<file path="config.mk">
export PLATFORM = sky130hd
export DESIGN_NAME = led_pattern_sequencer
export DESIGN_NICKNAME = d
export VERILOG_FILES = /design/src/sv/lps_pkg.sv /design/src/sv/lps_pattern.sv /design/src/sv/led_pattern_sequencer.sv
export SDC_FILE = /design/constraint.sdc
export NUM_CORES = 1
export LEC_CHECK = 0
export BUFFER_PORTS_ARGS = -buffer_cell sky130_fd_sc_hd__buf_4
export CAP_MARGIN = 20
export CORE_UTILIZATION = 35
export CTS_CLUSTER_DIAMETER = 200
export DETAILED_ROUTE_END_ITERATION = 7
export MAX_ROUTING_LAYER = met4
export PLACE_DENSITY = 0.53
export SLEW_MARGIN = 20
export SYNTH_ARGS = -nofsm -noshare
export SYNTH_HDL_FRONTEND = slang
export SYNTH_SLANG_ARGS = --single-unit
</file>
<file path="constraint.sdc">
create_clock -name aclk -period 7.2 [get_ports aclk]
set_input_delay 1.44 -clock aclk [delete_from_list [all_inputs] [get_ports aclk]]
set_output_delay 1.44 -clock aclk [all_outputs]
set_load 0.05 [all_outputs]
</file>
<file path="src/sv/lps_pkg.sv">
`default_nettype none
package lps_pkg;

    localparam int LED_OUT_W  = 8;
    localparam int TICK_W     = 16;
    localparam int CFG_ADDR_W = 1;
    localparam int IN_DATA_W  = 8;
    localparam int OUT_DATA_W = 16;

    typedef logic [1:0] mode_t;

    localparam mode_t MODE_SHADOW = 2'd0;
    localparam mode_t MODE_JOHNSON = 2'd1;
    localparam mode_t MODE_LIGHT = 2'd2;
    localparam mode_t MODE_UNUSED = 2'd3;

    typedef logic [CFG_ADDR_W-1:0] cfg_addr_t;

    localparam cfg_addr_t REG_STEP_TICKS = 1'd0;
    localparam cfg_addr_t REG_LONG_PRESS = 1'd1;

    localparam logic [TICK_W-1:0] STEP_TICKS_RST = 16'd200;
    localparam logic [TICK_W-1:0] LONG_PRESS_RST = 16'd2000;
    localparam logic [TICK_W-1:0] PRESS_MAX = 16'hFFFF;

    typedef struct packed {
        logic                 frozen;
        mode_t                mode;
        logic [LED_OUT_W-1:0] leds;
    } lps_result_t;

    localparam int RESULT_W = $bits(lps_result_t);

endpackage
`default_nettype wire

</file>
<file path="src/sv/lps_pattern.sv">
`default_nettype none
module lps_pattern #(
    parameter int LED_COUNT = 8,
    parameter int STEP_W    = 4
) (
    input  wire lps_pkg::mode_t           mode,
    input  wire logic [STEP_W-1:0]        step,
    output logic [lps_pkg::LED_OUT_W-1:0] leds
);
    import lps_pkg::*;

    localparam logic [STEP_W:0] N_STEPS = (STEP_W+1)'(LED_COUNT);

    logic [STEP_W:0] step_w;
    logic [STEP_W:0] fill_s;
    logic [STEP_W:0] empty_s;

    always_comb begin
        step_w  = {1'b0, step};
        fill_s  = step_w - N_STEPS;
        empty_s = (fill_s >= N_STEPS) ? (N_STEPS - 1'b1) : fill_s;
        for (int i = 0; i < LED_OUT_W; i++) begin
            if (i >= LED_COUNT) begin
                leds[i] = 1'b0;
            end else begin
                case (mode)
                    MODE_SHADOW: leds[i] = (step_w != (STEP_W+1)'(i));
                    MODE_JOHNSON: begin
                        if (step_w < N_STEPS) begin
                            leds[i] = ((STEP_W+1)'(i) <= step_w);
                        end else begin
                            leds[i] = ((STEP_W+1)'(i) > empty_s);
                        end
                    end
                    default: leds[i] = (step_w == (STEP_W+1)'(i));
                endcase
            end
        end
    end

endmodule
`default_nettype wire

</file>
<file path="src/sv/led_pattern_sequencer.sv">
// LED pattern sequencer.
// s_ channel: one beat per millisecond tick, s_tdata[0] is the active-low button level.
// m_ channel: one result beat per input beat, carrying the LED drive bits, the
// current mode and a frozen flag.
// Config port: cfg_we writes cfg_wdata into register cfg_addr (0 step_ticks,
// 1 long_press_ticks) at the clock edge; write only while idle.
// Results are registered, in the skid register while an earlier result waits.
// Throughput: one beat per cycle while s_tready is high, set by the single next-state stage.
// A two-entry output stage (output register plus skid register) lets one more
// beat in while a result waits; s_tready drops only when both are full.
// Reset (aresetn low, synchronous): mode running shadow, step 0, timers and
// press count cleared, pause clear, button taken as released, registers
// back to 200 and 2000 ticks, output stage empty.
`default_nettype none
module led_pattern_sequencer #(
    parameter int LED_COUNT = 8
) (
    input  wire logic                               aclk,
    input  wire logic                               aresetn,
    input  wire logic                               s_tvalid,
    output logic                                    s_tready,
    input  wire logic [lps_pkg::IN_DATA_W-1:0]      s_tdata,  // [0] button_level
    output logic                                    m_tvalid,
    input  wire logic                               m_tready,
    output logic [lps_pkg::OUT_DATA_W-1:0]          m_tdata,  // [7:0] leds, [9:8] mode, [10] frozen
    input  wire logic                               cfg_we,
    input  wire lps_pkg::cfg_addr_t                 cfg_addr,
    input  wire logic [lps_pkg::TICK_W-1:0]         cfg_wdata
);
    import lps_pkg::*;

    localparam int STEP_W = $clog2(2 * LED_COUNT);
    localparam logic [STEP_W:0] N_STEPS = (STEP_W+1)'(LED_COUNT);
    localparam logic [STEP_W:0] J_STEPS = (STEP_W+1)'(2 * LED_COUNT);

    logic [TICK_W-1:0] step_ticks_reg;
    logic [TICK_W-1:0] long_press_reg;

    mode_t             mode_reg, mode_next;
    logic [STEP_W-1:0] step_reg, step_next;
    logic [TICK_W-1:0] tick_reg, tick_next;
    logic [TICK_W-1:0] press_reg, press_next;
    logic              pause_reg, pause_next;
    logic              wait_reg, wait_next;
    logic              last_reg, last_next;

    lps_result_t       out_reg, skid_reg, result;
    logic              m_valid_reg, skid_valid_reg;

    logic              level;
    logic              accept;
    logic [TICK_W-1:0] hold;
    logic [TICK_W:0]   tick_inc;
    logic [STEP_W:0]   step_inc;
    logic [LED_OUT_W-1:0] leds;

    function automatic logic [STEP_W:0] steps_in(input mode_t m);
        return (m == MODE_JOHNSON) ? J_STEPS : N_STEPS;
    endfunction

    assign level    = s_tdata[0];
    assign s_tready = ~skid_valid_reg;
    assign accept   = s_tvalid & s_tready;
    assign hold     = (step_ticks_reg == '0) ? TICK_W'(1) : step_ticks_reg;

    always_comb begin
        mode_next  = mode_reg;
        step_next  = step_reg;
        tick_next  = tick_reg;
        press_next = press_reg;
        pause_next = pause_reg;
        wait_next  = wait_reg;
        tick_inc   = {1'b0, tick_reg} + 1'b1;
        step_inc   = {1'b0, step_reg} + 1'b1;
        if (!level) begin
            wait_next = 1'b0;
            if (press_reg != PRESS_MAX) begin
                press_next = press_reg + 1'b1;
            end
        end else if (!last_reg) begin
            if (press_reg >= long_press_reg) begin
                mode_next = (mode_reg >= MODE_LIGHT) ? MODE_SHADOW : mode_reg + 1'b1;
                step_next = '0;
                tick_next = '0;
            end else begin
                pause_next = ~pause_reg;
                if (!pause_reg) begin
                    wait_next = 1'b1;
                end
            end
            press_next = '0;
        end else if (!wait_reg) begin
            if (tick_inc >= {1'b0, hold}) begin
                tick_next = '0;
                if (step_inc >= steps_in(mode_reg)) begin
                    step_next = '0;
                end else begin
                    step_next = step_inc[STEP_W-1:0];
                end
            end else begin
                tick_next = tick_inc[TICK_W-1:0];
            end
        end
        last_next = level;
        if ({1'b0, step_next} >= steps_in(mode_next)) begin
            step_next = '0;
        end
    end

    lps_pattern #(
        .LED_COUNT(LED_COUNT),
        .STEP_W   (STEP_W)
    ) u_pattern (
        .mode(mode_next),
        .step(step_next),
        .leds(leds)
    );

    always_comb begin
        result.leds   = leds;
        result.mode   = mode_next;
        result.frozen = ~level | wait_next;
    end

    always_ff @(posedge aclk) begin
        if (!aresetn) begin
            step_ticks_reg <= STEP_TICKS_RST;
            long_press_reg <= LONG_PRESS_RST;
        end else if (cfg_we) begin
            case (cfg_addr)
                REG_STEP_TICKS: step_ticks_reg <= cfg_wdata;
                REG_LONG_PRESS: long_press_reg <= cfg_wdata;
                default: ;
            endcase
        end
    end

    always_ff @(posedge aclk) begin
        if (!aresetn) begin
            mode_reg  <= MODE_SHADOW;
            step_reg  <= '0;
            tick_reg  <= '0;
            press_reg <= '0;
            pause_reg <= 1'b0;
            wait_reg  <= 1'b0;
            last_reg  <= 1'b1;
        end else if (accept) begin
            mode_reg  <= mode_next;
            step_reg  <= step_next;
            tick_reg  <= tick_next;
            press_reg <= press_next;
            pause_reg <= pause_next;
            wait_reg  <= wait_next;
            last_reg  <= last_next;
        end
    end

    // output register plus skid
    always_ff @(posedge aclk) begin
        if (!aresetn) begin
            m_valid_reg    <= 1'b0;
            skid_valid_reg <= 1'b0;
        end else if (accept) begin
            if (!m_valid_reg || m_tready) begin
                m_valid_reg <= 1'b1;
            end else begin
                skid_valid_reg <= 1'b1;
            end
        end else if (m_valid_reg && m_tready) begin
            if (skid_valid_reg) begin
                skid_valid_reg <= 1'b0;
            end else begin
                m_valid_reg <= 1'b0;
            end
        end
    end

    always_ff @(posedge aclk) begin
        if (accept) begin
            if (!m_valid_reg || m_tready) begin
                out_reg <= result;
            end else begin
                skid_reg <= result;
            end
        end else if (m_valid_reg && m_tready && skid_valid_reg) begin
            out_reg <= skid_reg;
        end
    end

    assign m_tvalid = m_valid_reg;
    assign m_tdata  = {(OUT_DATA_W - RESULT_W)'(0), out_reg};

    a_skid_behind_out: assert property (@(posedge aclk) disable iff (!aresetn)
        skid_valid_reg |-> m_valid_reg)
        else $error("skid beat held with empty output register");

    a_mode_code: assert property (@(posedge aclk) disable iff (!aresetn)
        mode_reg != MODE_UNUSED)
        else $error("mode register holds unused code");

    a_step_range: assert property (@(posedge aclk) disable iff (!aresetn)
        {1'b0, step_reg} < steps_in(mode_reg))
        else $error("step position beyond pattern length");

    a_beat_lands: assert property (@(posedge aclk) disable iff (!aresetn)
        accept |=> m_valid_reg)
        else $error("accepted beat produced no result");

endmodule
`default_nettype wire

</file>
---- Word-level counts from Yosys, hierarchy flattened ----
Cells that the tools add are included.
operators by class
  equality and inequality tests ........... 22
  add/sub/neg operators ................... 5
  bitwise logic cells ..................... 9
  mux-type cells .......................... 52
  reductions and logical operators ........ 21
  $lt $le $gt $ge ......................... 22
operator list
  kind                                                                              number
  16-bit 2-to-1 mux                                                                 8
  11-bit 2-to-1 mux                                                                 3
  4-bit 2-to-1 mux                                                                  7
  3-bit by 5-bit > comparator with 1-bit output (first input constant)              4
  1-bit 2-to-1 mux                                                                  19
  16-bit by 1-bit adder with 17-bit output (second input constant)                  1
  17-bit by 16-bit greater-or-equal comparator with 1-bit output                    1
  16-bit by 1-bit adder with 16-bit output (second input constant)                  1
  4-bit by 3-bit equality test with 1-bit output (second input constant)            4
  16-bit greater-or-equal comparator                                                1
  3-bit by 4-bit less-or-equal comparator with 1-bit output (first input constant)  4
  16-bit logical NOT                                                                1
  16-bit != test (second input constant)                                            1
  4-bit by 3-bit != test with 1-bit output (second input constant)                  4
  1-bit case mux with 2 select lines                                                8
  5-bit 2-to-1 mux                                                                  3
  1-bit by 5-bit > comparator with 1-bit output (first input constant)              2
  2-bit by 5-bit > comparator with 1-bit output (first input constant)              2
  2-bit AND reduction                                                               5
  4-bit by 2-bit equality test with 1-bit output (second input constant)            2
  2-bit by 4-bit less-or-equal comparator with 1-bit output (first input constant)  2
  2-bit 2-to-1 mux                                                                  4
  4-bit by 2-bit != test with 1-bit output (second input constant)                  2
  4-bit AND reduction                                                               2
  25 further kinds                                                                  40
word-level totals
  output and inout port bits .............. 18
  flip-flop bits (word level) ............. 97
  bits of input ports ..................... 30
  word-level logic and storage cells ...... 148

---- Logic depth before layout (Yosys ltp) ----
Gate-level depths: netlist of run 1.
  depth after elaboration ................. 18
  mapped depth ............................ 25
  gate-level depth less buffers ........... 23

---- Modules after synthesis ----
A second synthesis of run 1 with hierarchy kept.
unflattened totals
  cells, all modules ...................... 684
  area total of the unflattened synthesis .. 5765.5 µm²
modules (own cells, without submodules)
  module                 instances  sequential area each (µm²)  area each (µm²)  cells each
  led_pattern_sequencer  1          2162.1                      5322.6           619
  lps_pattern            1          0.0                         442.9            65

---- Worst setup path after synthesis of run 1 ----
Ideal clock, no wire load.
  kind .................................... register to register
  from .................................... register tick_reg[4]
  to ...................................... register out_reg (netlist bit m_tdata[2]) (data pin)
  buffers on the path ..................... 2
  data required time ...................... 6.940 ns
  data arrival time ....................... 4.866 ns
  period minus slack after synthesis ...... 5.126 ns
  library setup time ...................... 0.260 ns
  path slack .............................. 2.074 ns
  cell stages (with the launch flop) ...... 26
  cell sequence ........................... dfxtp_1 > clkbuf_1 > nand2_1 > nor2_1 > and3_1 > nand3_1 > nor2_1 > nand3_1 > xnor2_1 > ha_1 > nand3_1 > a2111oi_0 > o31ai_1 > a31oi_1 > and3b_1 > a21o_1 > ha_1 > inv_1 > nand2_1 > ha_1 > buf_1 > inv_1 > a211oi_1 > mux2i_1 > a21o_1 > mux2_2
between the ends
  word-level cells in the longest chain between the ends .. 16
  elaborated cells between the ends (all ways) .. 20
  classes of those cells .................. 2 x add/sub; 6 x order compare; 2 x eq/ne; 10 x mux
RTL lines
  what                                                                line                          text
  from (decl)                                                         led_pattern_sequencer.sv:41   logic [TICK_W-1:0] tick_reg, tick_next;
  from (signal assigned)                                              led_pattern_sequencer.sv:150  tick_reg <= tick_next;
  16-bit by 1-bit adder with 17-bit output (*)                        led_pattern_sequencer.sv:73   tick_inc = {1'b0, tick_reg} + 1'b1;
  17-bit by 16-bit greater-or-equal comparator with 1-bit output (*)  led_pattern_sequencer.sv:93   if (tick_inc >= {1'b0, hold}) begin
  4-bit 2-to-1 mux (*)                                                led_pattern_sequencer.sv:93
  4-bit 2-to-1 mux (*)                                                led_pattern_sequencer.sv:92   end else if (!wait_reg) begin
  4-bit 2-to-1 mux (*)                                                led_pattern_sequencer.sv:80   end else if (!last_reg) begin
  4-bit 2-to-1 mux (*)                                                led_pattern_sequencer.sv:75   if (!level) begin
  4-bit by 5-bit greater-or-equal comparator with 1-bit output        led_pattern_sequencer.sv:105  if ({1'b0, step_next} >= steps_in(mode_next)) begin
  4-bit 2-to-1 mux (*)                                                led_pattern_sequencer.sv:105
  4-bit by 4-bit subtractor with 5-bit output                         lps_pattern.sv:20             fill_s = step_w - N_STEPS;
  5-bit by 4-bit greater-or-equal comparator with 1-bit output        lps_pattern.sv:21             empty_s = (fill_s >= N_STEPS) ? (N_STEPS - 1'b1) : fill_s;
  5-bit 2-to-1 mux                                                    lps_pattern.sv:21
  2-bit by 5-bit > comparator with 1-bit output                       lps_pattern.sv:32             leds[i] = ((STEP_W+1)'(i) > empty_s);
  1-bit 2-to-1 mux                                                    lps_pattern.sv:29             if (step_w < N_STEPS) begin
  1-bit case mux with 2 select lines (*)                              lps_pattern.sv:26             case (mode)
  net leds[2]                                                         led_pattern_sequencer.sv:55   logic [LED_OUT_W-1:0] leds;
  11-bit 2-to-1 mux (*)                                               led_pattern_sequencer.sv:180  if (!m_valid_reg || m_tready) begin
  11-bit 2-to-1 mux (*)                                               led_pattern_sequencer.sv:179  if (accept) begin
  to (signal assigned)                                                led_pattern_sequencer.sv:181  out_reg <= result;
  to (signal assigned)                                                led_pattern_sequencer.sv:186  out_reg <= skid_reg;
  to (decl)                                                           led_pattern_sequencer.sv:47   lps_result_t out_reg, skid_reg, result;
The timed path passes the listed nets; every way through them passes the cells marked *. The select of a mux whose other input is x is not followed.
A chain may end at the register's enable or synchronous reset.

---- Final worst setup path of run 1 ----
  from .................................... register tick_reg[2]
  to ...................................... register out_reg (netlist bit m_tdata[2]) (data pin)
between the ends
  word-level cells in the longest chain between the ends .. 16
  elaborated cells between the ends (all ways) .. 20
  classes of those cells .................. 2 x add/sub; 6 x order compare; 2 x eq/ne; 10 x mux
RTL lines
  what                                                                line                          text
  16-bit by 1-bit adder with 17-bit output (*)                        led_pattern_sequencer.sv:73
  17-bit by 16-bit greater-or-equal comparator with 1-bit output (*)  led_pattern_sequencer.sv:93
  4-bit 2-to-1 mux (*)                                                led_pattern_sequencer.sv:93
  4-bit 2-to-1 mux (*)                                                led_pattern_sequencer.sv:92
  4-bit 2-to-1 mux (*)                                                led_pattern_sequencer.sv:80
  4-bit 2-to-1 mux (*)                                                led_pattern_sequencer.sv:75
  4-bit by 5-bit greater-or-equal comparator with 1-bit output        led_pattern_sequencer.sv:105
  4-bit 2-to-1 mux (*)                                                led_pattern_sequencer.sv:105
  net step_next[3]                                                    led_pattern_sequencer.sv:40   logic [STEP_W-1:0] step_reg, step_next;
  (+1 left out)                                                       n/a
  5-bit by 4-bit greater-or-equal comparator with 1-bit output        lps_pattern.sv:21
  5-bit 2-to-1 mux                                                    lps_pattern.sv:21
  2-bit by 5-bit > comparator with 1-bit output                       lps_pattern.sv:32
  1-bit 2-to-1 mux                                                    lps_pattern.sv:29
  1-bit case mux with 2 select lines (*)                              lps_pattern.sv:26
  net leds[2]                                                         led_pattern_sequencer.sv:55
  11-bit 2-to-1 mux (*)                                               led_pattern_sequencer.sv:180
  11-bit 2-to-1 mux (*)                                               led_pattern_sequencer.sv:179
Marked as above.

==> run_results.csv, run 1 <==
group,metric,value,unit
placement,dp_hpwl,10.25,mm
layout,fin_nets,788,
pwr,p_comb_share,12.5,%
worst_setup_path,critPathKind,"flip-flop to flip-flop",
clocking,cts_buffers,9,
clocking,postCtsHoldBufs,0,
clocking,cts.sinks,97,
sta,finalCriticalPeriod,6.022,ns
pwr,p_int,0.9124,mW
pwr,p_seq_share,47.6,%
pwr,p_clk_share,39.9,%
pwr,power,1.248,mW
drt,wl_per_cell,14.84,um
drt,routed_wl,13.86,mm
layout,diodes,0,
synth,yosysMostFrequentCell,"nand2_1",
drt,ant_nets,0,
floorplan,io_pins,48,
worst_setup_path,crit_required,7.31,ns
grt,grt_overflow,0,
clocking,cts_root_buffer,"clkbuf_16",
clocking,cts_setup_buffers,0,
synth,synth_ff_type,"dfxtp_1",
synth,synth_warnings,0,
pwr,p_sw_share,26.87,%
layout,drive_gt1_share,10.31,%
sta,rsz0062_at_grt,"false",
synth,yosys.area.top_type_share,25.83,%
hold_path,hold_start,"long_press_reg[15]",
worst_setup_path,timing.rr.start,"tick_reg[2]",
floorplan,core-area,16060,sq um
grt,antenna_found_initial,0,
status,outcome,"completed",
synth,yosysTopAreaCell,"dfxtp_1",
sta,drv_slew,0,
floorplan,num_rows,46,
layout,fillers,1591,
layout,multiInputGateArea,3337,sq um
placement,gp_congestion,0.8835,
floorplan,die_h,130.9,um
clocking,clk-insertion-delay-late,0.36,ns
sta,worst_slew_pin_slew,1.062,ns
pwr,power_density,190.9,nW/um^2
floorplan,initial_utilization,36.20,%
run,maxCapViolCount,0,
worst_setup_path,end_kind,"flip-flop",
drt,firstDrtPassIters,5,
worst_setup_path,cp-startpoint,"tick_reg[2]",
clocking,htree_levels,3,
sta,fmax,0.1660,GHz
worst_setup_path,cp.arrival,6.13,ns
synth,synth.avg_cell_area,8.364,sq um
sta,skew,0.009396,ns
layout,seqCellArea,2162,sq um
sta,relSlewSlack,29.18,%
clocking,cts_buffer_depth,2,
worst_setup_path,crit_fanout,18,
clocking,cts-resized-gates,0,
sta,finalHoldViolCount,0,
grt,grt_usage,18.37,%
hold_path,hold_class,"flip-flop to flip-flop",
synth,async_flop_share,0,%
layout,syn_to_final_growth,12.44,%
sta,setup-violations-final,0,
clocking,cts_tree,"done",
drt,vias,4794,
placement,port-buffer-count,35,
drt,drc,0,
synth,yosys-top-cells-area,"dfxtp_1 26%, edfxtp_1 11%, ha_1 9.7%",
pwr,p_switching,0.3353,mW
sta,tns,0,ns
synth,syn_inst,695,
worst_setup_path,crit_path_start_kind,"flip-flop",
floorplan,die_w,130.9,um
drt,via_per_inst,5.133,
clocking,clk_pin_slew,0.07,ns
layout,stdcell_count,934,
pwr,p_leak,2.558,nW
grt,first_global_vias,4660,
floorplan,dieArea,17130,sq um
synth,synth_area,5813,sq um
drt,drt-initial-drc-count,302,
grt,grt_max_degree,63,
grt,grt_pass1_wl,23.48,mm
synth,yosysSeqAreaShare,37.19,%
synth,yosys_register_bits,97,
synth,synth_edf_count,22,
pwr,ir_drop,0.1011,mV
synth,yosys-top-cells-count,"107 x nand2_1, 75 x dfxtp_1, 49 x inv_1",
synth,ys_types,60,
placement,placedCellCount,918,
sta,fin_crit_sh,83.64,%
[worst paths after layout]
path / endpoint / slack [ns] / cells past startpoint
worst min register to register: long_press_reg[15] / 0.47 / 2
worst min-delay path: long_press_reg[15] / 0.47 / 2
worst max-delay path: m_tdata[2] / 1.18 / 22
worst max register to register: m_tdata[2] / 1.18 / 22
[cells by family (layout without fill, tap and decap cells)]
family | Yosys count | in the layout | share of synthesized area [%]
xor+xnor | 30 | 30 | 4.520
fa+ha+maj | 45 | 45 | 9.686
simple gates | 260 | 260 | 21.35
flops | 97 | 97 | 37.19
other cells | 1 | 5 | 0.06451
compound gates | 174 | 174 | 20.47
mux | 5 | 5 | 0.9040
buf+inv | 83 | 102 | 5.812
[layer usage]
metal	wire, um	part of all wire [%]	up-vias	track usage [%]
li1	-	-	2482	-
met1	6809	49	2261	23.15
met2	6558	47	40	29.63
met3	314	2.3	11	2.565
met4	176	1.3	0	7.370
met5	0	0	-	-
[cells in the final DEF (no fill, tap or decap), types with 13 or more instances in the layout]
cell and instances:
nand2_1 107, nand3_1 22, xnor2_1 13, o211ai_1 14
edfxtp_1 22, a21boi_0 39, xor2_1 17, nand4_1 15
a21oi_1 25, ha_1 45, nor2_1 47, o21ai_0 33
inv_1 49, buf_4 37, dfxtp_1 75
[power groups by stage]
stage / Clock (mW) / Combinational [mW] / Sequential [mW]
floorplan: 0 / 0.0925 / 0.622
global placement: 0 / 0.154 / 0.605
detailed placement: 0 / 0.158 / 0.606
CTS: 0.515 / 0.158 / 0.594
global route: 0.535 / 0.175 / 0.596
finish: 0.498 / 0.157 / 0.594
[final cells by class]
cell class              instances  share of cell area, %
clock buffers                  10                  3.656
clock inverters                 6                  1.015
inverters                      49                  2.814
multi-input cells             519                  51.05
flip-flops and latches         97                  33.08
well taps                     216                  4.135
repair buffers                 37                  4.250
[worst max-delay path: stages (launching register included)]
cell and delay (ns):
dfxtp_1 0.43, nand3_1 0.19, nor2_1 0.31, and3_1 0.23, nand3_1 0.16, nor2_1 0.38
nand3_1 0.15, xnor2_1 0.17, ha_1 0.33, nand3_1 0.12, a2111oi_0 0.37, o31ai_1 0.24
a31oi_1 0.42, nor2_1 0.09, a21o_1 0.22, ha_1 0.40, inv_1 0.23, ha_1 0.35
inv_1 0.11, a211oi_1 0.31, mux2i_1 0.12, a21o_1 0.20, mux2_2 0.26
[metrics by stage]
step	instance area (sq um)	worst slack (ns)	hold WS, ns	util [%]
after floorplan	5828	2.074	0.4435	-
after global placement	6222	1.292	0.4528	38.75
after detailed placement	6225	1.198	0.4631	38.76
after CTS	6530	1.190	0.4729	40.67
after global routing	6536	0.5532	0.4901	40.70
final	6536	1.178	0.4671	40.70
(Power assumes the default switching activity.)
==> run 2, diff against run 1 <==
- clock period: 7.2 -> 5.73 ns (I/O delays scaled with it)
==> run 2 against run 1 <==
Clock-buffer cell count fell by 1. Sequential share of layout area fell by 0.28 points. Global-route usage fell by 0.21 points. Via count rose by 1.3%. Cell area rose by 0.84%. Clock power rose by 18%. Critical path depth rose by 1. Worst hold slack improved by 0.00086 ns. Worst setup slack got worse by 0.61 ns. Critical path type unchanged. Critical endpoint unchanged. Largest cell class unchanged.
==> run_results.csv, run 2 (synthesis gave the netlist of run 1 again) <==
group,metric,value,unit
clocking,htree_levels,3,
clocking,clk_pin_slew,0.07,ns
drt,vias,4858,
layout,diodes,0,
floorplan,core-area,16060,sq um
drt,drt-initial-drc-count,333,
drt,via_per_inst,5.168,
pwr,p_seq_share,48.6,%
worst_setup_path,cp_top_family,"compound AO/OA/AOI/OAI gates",
drt,firstDrtPassIters,5,
floorplan,dieArea,17130,sq um
sta,drv_slew,0,
floorplan,die_w,130.9,um
sta,worst_slew_pin_slew,0.8199,ns
layout,final_common_cell,"nand2_1",
drt,ant_nets,0,
clocking,postCtsHoldBufs,0,
worst_setup_path,path_depth,23,
sta,fmax,0.1936,GHz
worst_setup_path,max_stage_delay,0.42,ns
worst_setup_path,cp-startpoint,"tick_reg[2]",
layout,fin_nets,794,
worst_setup_path,rrSetupSlack,0.56,ns
grt,first_global_vias,4710,
layout,drive_gt1_share,12.02,%
placement,dp_hpwl,10.38,mm
layout,syn_to_final_growth,13.39,%
worst_setup_path,worstPathCellList,"nand3_1, nor2_1, and3_1, nand3_1, nor2_2, nand3_1, xnor2_1, ha_1, nand3_1, a2111oi_2, o31ai_2, a31oi_2, and3b_1, a21o_1, ha_1, inv_2, nand2_1, ha_1, buf_4, a31o_2, o311ai_0, a21o_1, mux2_2",
floorplan,num_rows,46,
pwr,power,1.534,mW
grt,grt_overflow,0,
clocking,cts.sinks,97,
pwr,p_switching,0.4364,mW
worst_setup_path,crit_required,5.84,ns
clocking,cts_buffers,9,
layout,fillers,1576,
worst_setup_path,crit_buf_inv,2,
drt,routed_wl,13.98,mm
sta,skew,0.01421,ns
clocking,cts_root_buffer,"clkbuf_16",
floorplan,io_pins,48,
drt,drc,0,
sta,fin_crit_sh,90.16,%
pwr,p_leak,2.572,nW
status,outcome,"completed",
sta,finalCriticalPeriod,5.166,ns
worst_setup_path,crit_path_start_kind,"flip-flop",
worst_setup_path,crit_fanout,8,
worst_setup_path,end_kind,"flip-flop",
layout,final_cell_mix,"107 x nand2_1, 75 x dfxtp_1, 48 x inv_1",
grt,antenna_found_initial,0,
worst_setup_path,cp.arrival,5.28,ns
pwr,p_int,1.098,mW
clocking,cts_tree,"done",
sta,tns,0,ns
clocking,cts_buffer_depth,2,
pwr,power_density,232.8,nW/um^2
pwr,p_clk_share,38.4,%
worst_setup_path,critPathKind,"flip-flop to flip-flop",
worst_setup_path,reg2regPathDepth,23,
worst_setup_path,crit_top_cell,"nand3_1",
worst_setup_path,rr_endpoint,"m_tdata[2]",
placement,port-buffer-count,35,
floorplan,initial_utilization,36.20,%
sta,finalHoldViolCount,0,
grt,grt_usage,18.16,%
sta,setup-violations-final,0,
hold_path,hold_class,"flip-flop to flip-flop",
worst_setup_path,crit_end,"m_tdata[2]",
floorplan,die_h,130.9,um
clocking,clk-insertion-delay-late,0.36,ns
placement,gp_congestion,0.8627,
sta,rsz0062_at_grt,"false",
pwr,p_comb_share,13.0,%
run,maxCapViolCount,0,
pwr,p_sw_share,28.44,%
drt,wl_per_cell,14.87,um
pwr,ir_drop,0.1396,mV
worst_setup_path,crit_slowest_cell,"dfxtp_1",
sta,relSlewSlack,45.34,%
grt,grt_max_degree,63,
worst_setup_path,timing.rr.start,"tick_reg[2]",
grt,grt_pass1_wl,23.24,mm
run 2: per-layer routing:
| metal | GRT usage (%) | wire, um |
|---|---|---|
| met3 | 2.443 | 314 |
| met2 | 29.26 | 6534 |
| met4 | 7.302 | 204 |
| met5 | - | 0 |
| met1 | 22.96 | 6922 |
run 2: layout make-up:
type                            instances  area, sq um  share of cell area [%]
Timing Repair Buffer                   43        322.8                   4.898
Clock inverter                          7        62.56                  0.9491
Inverter                               49        183.9                   2.790
Sequential cell                        97         2162                   32.80
Tap cell                              216        270.3                   4.100
Clock buffer                            9        225.2                   3.417
Multi-Input combinational cell        519         3364                   51.04
run 2: what timing repair did:
| item | CTS | global route |
|---|---|---|
| gates resized for setup | 0 | 9 |
| buffers inserted | 0 | 1 |
| endpoints found under the setup margin | 0 | 11 |
run 2: power by group through the flow:
stage / logic (mW) / clock network, mW / registers (mW)
after floorplan: 0.116 / 0 / 0.782
after global placement: 0.194 / 0 / 0.760
after detailed placement: 0.199 / 0 / 0.761
after CTS: 0.200 / 0.610 / 0.745
after global routing: 0.222 / 0.631 / 0.749
final: 0.199 / 0.589 / 0.745
run 2: through the flow:
stage	cell area, sq um	hold WS, ns	setup WS, ns	instances	util [%]
final	6591	0.4680	0.5639	940	41.05
after CTS	6550	0.4726	0.1583	939	40.79
after global routing	6591	0.4843	0.04611	940	41.05
after floorplan	5828	0.4435	0.6039	699	-
after global placement	6260	0.4528	0.3130	923	38.98
after detailed placement	6262	0.4617	0.2163	923	39.00
run 2: how the worst min path moves through the flow:
stage / depth (start not counted) / slack (ns) / to / from
6_report: 2 / 0.47 / long_press_reg[12] / long_press_reg[12]
5_1_grt: 2 / 0.48 / step_ticks_reg[0] / step_ticks_reg[0]
4_1_cts: 2 / 0.47 / long_press_reg[12] / long_press_reg[12]
3_5_place_dp: 2 / 0.46 / long_press_reg[12] / long_press_reg[12]
3_3_place_gp: 2 / 0.45 / step_ticks_reg[0] / step_ticks_reg[0]
2_1_floorplan: 2 / 0.44 / long_press_reg[15] / long_press_reg[15]
run 2: worst min-delay path, cell delays in order (launching register included):
cell	delay (ns)
dfxtp_1	0.31
nand2_1	0.05
a21boi_0	0.06
